**src/msb_first_bit_reader_assert.svh**
```systemverilog
// assertion macros for the msb-first bit reader
`ifndef MSB_FIRST_BIT_READER_ASSERT_SVH
`define MSB_FIRST_BIT_READER_ASSERT_SVH

`ifndef ASSERT_OFF
// implication or plain property, checked on every rising edge out of reset
`define MFBR_ASSERT(lbl, clk, rst_n, prop, msg) \
    lbl: assert property (@(posedge clk) disable iff (!rst_n) (prop)) else $error(msg);
// condition that must never hold
`define MFBR_ASSERT_NEVER(lbl, clk, rst_n, expr, msg) \
    lbl: assert property (@(posedge clk) disable iff (!rst_n) !(expr)) else $error(msg);
`else
`define MFBR_ASSERT(lbl, clk, rst_n, prop, msg)
`define MFBR_ASSERT_NEVER(lbl, clk, rst_n, expr, msg)
`endif

`endif

```
**src/mfbr_pkg.sv**
```systemverilog
package mfbr_pkg;

    // byte store geometry
    localparam int STORE_BYTES = 4096;
    localparam int ADDR_W      = $clog2(STORE_BYTES);
    localparam int PTR_W       = $clog2(STORE_BYTES + 1);

    // bit workspace
    localparam int WS_W        = 64;
    localparam int BITS_W      = 7;
    localparam int FETCH_BYTES = 8;
    localparam int FETCH_CNT_W = 3;
    localparam int TAKE_W      = 4;
    localparam int TOTAL_W     = 8;

    // request and result fields
    localparam int BYTE_W      = 8;
    localparam int N_W         = 6;
    localparam int N_MAX       = 32;
    localparam int VALUE_W     = 32;

    // operation codes
    localparam logic OP_LOAD = 1'b0;
    localparam logic OP_READ = 1'b1;

    typedef enum logic [2:0] {
        S_IDLE,
        S_EVAL,
        S_FETCH,
        S_DRAIN,
        S_MERGE,
        S_EMIT
    } mfbr_state_t;

    // controller to datapath
    typedef struct packed {
        logic capture;
        logic mem_write;
        logic stage_zero;
        logic stage_full;
        logic stage_underrun;
        logic read_fit;
        logic start_refill;
        logic fetch_issue;
        logic merge;
        logic emit;
    } mfbr_cmd_t;

    // datapath to controller
    typedef struct packed {
        logic op_read;
        logic n_zero;
        logic fits;
        logic rem_zero;
        logic store_full;
        logic fetch_last;
        logic out_free;
    } mfbr_sts_t;

endpackage

```
**src/mfbr_ctrl.sv**
```systemverilog
module mfbr_ctrl (
    input  logic               clk,
    input  logic               rst_n,
    input  logic               item_valid,
    output logic               item_ready,
    input  mfbr_pkg::mfbr_sts_t sts,
    output mfbr_pkg::mfbr_cmd_t cmd
);
    import mfbr_pkg::*;

    mfbr_state_t state_reg;
    mfbr_state_t state_next;

    // state register
    always_ff @(posedge clk or negedge rst_n)
    begin
        if (!rst_n)
        begin
            state_reg <= S_IDLE;
        end
        else
        begin
            state_reg <= state_next;
        end
    end

    // next state and commands
    always_comb
    begin
        state_next = state_reg;
        cmd        = '0;
        item_ready = 1'b0;
        case (state_reg)
            S_IDLE:
            begin
                item_ready = 1'b1;
                if (item_valid)
                begin
                    cmd.capture = 1'b1;
                    state_next  = S_EVAL;
                end
            end
            S_EVAL:
            begin
                state_next = S_EMIT;
                if (!sts.op_read)
                begin
                    if (sts.store_full)
                    begin
                        cmd.stage_full = 1'b1;
                    end
                    else
                    begin
                        cmd.mem_write  = 1'b1;
                        cmd.stage_zero = 1'b1;
                    end
                end
                else if (sts.n_zero)
                begin
                    cmd.stage_zero = 1'b1;
                end
                else if (sts.fits)
                begin
                    cmd.read_fit = 1'b1;
                end
                else if (sts.rem_zero)
                begin
                    cmd.stage_underrun = 1'b1;
                end
                else
                begin
                    cmd.start_refill = 1'b1;
                    state_next       = S_FETCH;
                end
            end
            S_FETCH:
            begin
                cmd.fetch_issue = 1'b1;
                if (sts.fetch_last)
                begin
                    state_next = S_DRAIN;
                end
            end
            S_DRAIN:
            begin
                state_next = S_MERGE;
            end
            S_MERGE:
            begin
                cmd.merge  = 1'b1;
                state_next = S_EMIT;
            end
            S_EMIT:
            begin
                if (sts.out_free)
                begin
                    cmd.emit   = 1'b1;
                    state_next = S_IDLE;
                end
            end
            default:
            begin
                state_next = S_IDLE;
            end
        endcase
    end

endmodule

```
**config.mk**
```make
export PLATFORM = sky130hd
export DESIGN_NAME = mfbr_ctrl
export DESIGN_NICKNAME = d
export VERILOG_FILES = /design/src/msb_first_bit_reader_assert.svh /design/src/mfbr_pkg.sv /design/src/mfbr_ctrl.sv
export SDC_FILE = /design/constraint.sdc
export NUM_CORES = 1
export LEC_CHECK = 0
export ABC_AREA = 1
export BUFFER_PORTS_ARGS = -buffer_cell sky130_fd_sc_hd__buf_2
export CORE_AREA = 8 8 45 47
export DETAILED_ROUTE_END_ITERATION = 8
export DIE_AREA = 0 0 53 55
export HOLD_SLACK_MARGIN = 0.03
export SLEW_MARGIN = 20
export SYNTH_ARGS = -nofsm -noshare
export SYNTH_HDL_FRONTEND = slang
export SYNTH_SLANG_ARGS = --single-unit
```
**constraint.sdc**
```tcl
create_clock -name clk -period 2.5 [get_ports clk]
set_clock_uncertainty 0.2 [all_clocks]
set_input_delay 0.125 -clock clk [delete_from_list [all_inputs] [get_ports clk]]
set_output_delay 0.125 -clock clk [all_outputs]
set_load 0.02 [all_outputs]
```
==> impl_metrics.csv <==
group,metric,value,unit
status,outcome,"complete, no violations",
timing,setup_tns,0,ns
timing,timing.max_slew.rel_slack,0.790,
floorplan,die-area,0.00292,mm²
worst_setup_path,cp_data_arrival_time,1.26,ns
synth,synth.yosys.warnings,0,
synth,netlist_instances,47,
routing,avgRoutedWirePerCell,9.59,µm
worst_setup_path,setup.worst_path.start_class,"flip-flop",
routing,final_antenna_net_count,0,
floorplan,effective_utilization_at_floorplan,0.195,
synth,ys_seq_area_frac,0.278,
worst_setup_path,cpPeakStageDelay,0.43,ns
clock_network,deepest_clock_path_buffer_count,2,
power,totalPowerFinal,0.397,mW
routing,vias_per_cell,3.96,
worst_hold_path,hold_path_startpoint,"sts[1]",
timing,setup_viol_count_final,0,
worst_setup_path,rr_startpoint,"state_reg[2]$_DFFE_PN0P_",
global_routing,grt_pass1_wl,1.57,mm
clock_network,clk_pin_slew,0.04,ns
cells_and_area,final_cell_count_no_fill,90,
placed_design,place_congestion,0.811,
synth,synth_async_sr_flop_share,1.00,
worst_setup_path,timing.critical_path.fanout_max,7,
synth,synthMostInstantiatedCell,"sky130_fd_sc_hd__nand2_1",
synth,dominantRegCellSynth,"sky130_fd_sc_hd__dfrtp_1",
routing,detailroute.via_count,356,
timing,rsz0062_at_grt,"false",
global_routing,antenna_found_initial,0,
placed_design,place.port_buffers,20,
clock_network,clk_latency,0.23,ns
power,power_per_cell_area,889,mW/mm²
flow_run,maxCapViolations,0,
synth,cell_type_with_the_largest_total_area_after_synthesis,"sky130_fd_sc_hd__dfrtp_1",
floorplan,design.portCount,21,
routing,drt-pass1-iter-count,2,
cells_and_area,num_antenna_cells,0,
synth,syn_nets,57,
power,power_leakage,0.288,nW
synth,ys_ff_latch,3,
synth,syn-mean-instance-area,5.75,µm²
placed_design,hpwl,730,µm
worst_hold_path,hold_path_class,"input pin to flip-flop",
worst_setup_path,crit_start,"state_reg[2]$_DFFE_PN0P_",
clock_network,cts_made_buffers,3,
floorplan,die_w,53,µm
global_routing,grt_start_max_net_pins,8,
synth,yosysTopAreaCellShare,0.278,
timing,finalCritPeriodShare,0.634,
floorplan,die_h,55,µm
worst_setup_path,sort_of_element_at_the_end_of_the_critical_path,"primary output",
worst_setup_path,criticalPathCategory,"flip-flop to primary output",
clock_network,cts_resized,0,
clock_network,tritoncts,"done",
synth,netlist-cell-type-count,13,
timing,fmax,631,MHz
global_routing,grt_overflow,0,
synth,post_synthesis_instance_area,270,µm²
cells_and_area,largest_register_ff_count,3,
worst_setup_path,crit_family,"flip-flops",
routing,drc_errors,0,
placed_design,placed_instance_area,390,µm²
routing,detail_route.iter0.violations,3,
floorplan,num_rows,14,
synth,post_synth_edffs,0,
worst_setup_path,slowest_stage,"sky130_fd_sc_hd__dfrtp_1",
timing,final-max-slew-violation-count,0,
floorplan,core_region_area,0.00138,mm²
clock_network,clock_sink_count,3,
placed_design,dpl.cell_count,83,
timing,final-hold-violation-count,0,
worst_setup_path,critPathRequiredTime,2.17,ns
global_routing,grt_util_all_layers,0.0743,
clock_network,cts_root_buf,"sky130_fd_sc_hd__clkbuf_4",
synth,ys_top_cells_by_count,"11 x sky130_fd_sc_hd__nand2_1, 9 x sky130_fd_sc_hd__inv_1, 9 x sky130_fd_sc_hd__nor2_1, 4 x sky130_fd_sc_hd__nor3_1",
timing,slew_at_the_pin_with_the_worst_max_slew_slack,0.312,ns
cells_and_area,postLayoutCellArea,447,µm²
cells_and_area,proportion_of_layout_cells_with_a_drive_suffix_above_1,0.378,
timing,fin_crit,1.58,ns
routing,finalWirelength,863,µm
power,ir_drop,326,µV
clock_network,htree_num_levels,1,
worst_setup_path,ordered_cell_list_for_the_critical_path,"inv_1, nand3_2, nor3_1, buf_2",
cells_and_area,layout-area-overhead-vs-synth,65.3,%
cells_and_area,finish.net_count,85,
global_routing,grt_pass1_vias,388,
synth,post_synth_main_area_contributors,"sky130_fd_sc_hd__dfrtp_1 28%, sky130_fd_sc_hd__nand2_1 15%, sky130_fd_sc_hd__inv_1 13%",
worst_setup_path,cp_num_buf_inv,2,
-- worst reg2reg max path: cells and delay by family, from the launching register on --
kind	cells	cell delay, ns
AND/OR/NAND/NOR	3	0.49
AO/OA/AOI/OAI	1	0.07
flip-flops	1	0.43
-- cell type report --
cell class / count / area (µm²)
fill: 151 / 937
multi-input combinational: 33 / 154
timing repair buffer: 23 / 130
sequential: 3 / 75.1
inverter: 11 / 41.3
clock buffer: 4 / 26.3
tap: 16 / 20.0
-- repair_timing --
action                                 in CTS  in global routing
endpoints found under the hold margin       5                  0
hold buffers                                3                  0
setup buffers                               0                  0
-- routing by layer --
metal  wire length [µm]  global-route usage
met2                367               0.102
met4                 14              0.0776
met5                  0                   0
met1                383              0.0775
met3                 98              0.0401
-- stage by stage --
step / setup WS, ns / util / hold WS [ns]
3_3_place_gp: 1.16 / 0.282 / -0.277
5_1_grt: 0.810 / 0.323 / 0.0487
2_1_floorplan: 0.927 / - / -0.371
3_5_place_dp: 1.15 / 0.282 / -0.275
6_report: 0.916 / 0.323 / 0.0380
4_1_cts: 0.890 / 0.323 / 0.0379
-- worst paths after layout --
path | endpoint | slack (ns) | depth (start not counted)
min in group asynchronous | state_reg[1]$_DFFE_PN0P_ | 0.57 | 3
max in group asynchronous | state_reg[2]$_DFFE_PN0P_ | 1.38 | 3
hold / removal | state_reg[0]$_DFFE_PN0P_ | 0.04 | 5
hold reg to reg | state_reg[2]$_DFFE_PN0P_ | 0.42 | 2
setup reg to reg | state_reg[0]$_DFFE_PN0P_ | 1.20 | 4
setup / recovery | cmd[4] | 0.92 | 4
-- layout by cell type, fill, tap and decap left out --
master / synthesis / layout
sky130_fd_sc_hd__buf_2: 0 / 20
sky130_fd_sc_hd__nand2_1: 11 / 11
sky130_fd_sc_hd__nor2_1: 9 / 9
sky130_fd_sc_hd__inv_1: 9 / 9
sky130_fd_sc_hd__nor3_1: 4 / 4
sky130_fd_sc_hd__nand3_1: 3 / 3
sky130_fd_sc_hd__clkbuf_4: 0 / 3
sky130_fd_sc_hd__dlygate4sd3_1: 0 / 3
sky130_fd_sc_hd__dfrtp_1: 3 / 3
sky130_fd_sc_hd__inv_2: 2 / 2
sky130_fd_sc_hd__nand2_2: 1 / 1
sky130_fd_sc_hd__nand3_2: 1 / 1
sky130_fd_sc_hd__nor2_2: 1 / 1
sky130_fd_sc_hd__or2_1: 1 / 1
sky130_fd_sc_hd__o21bai_1: 1 / 1
sky130_fd_sc_hd__o211ai_1: 1 / 1
sky130_fd_sc_hd__clkbuf_1: 0 / 1
-- kinds of logic after synthesis --
family          after synthesis  share of synthesized area
buf+inv                      11                      0.153
flops                         3                      0.278
simple gates                 31                      0.514
compound gates                2                     0.0556
-- power breakdown --
group          total, mW  switching (mW)  internal [mW]
Clock             0.0850          0.0252         0.0598
Sequential        0.0948          0.0281         0.0667
Combinational      0.217           0.139         0.0782
Total              0.397           0.192          0.205
(Power assumes the default switching activity.)
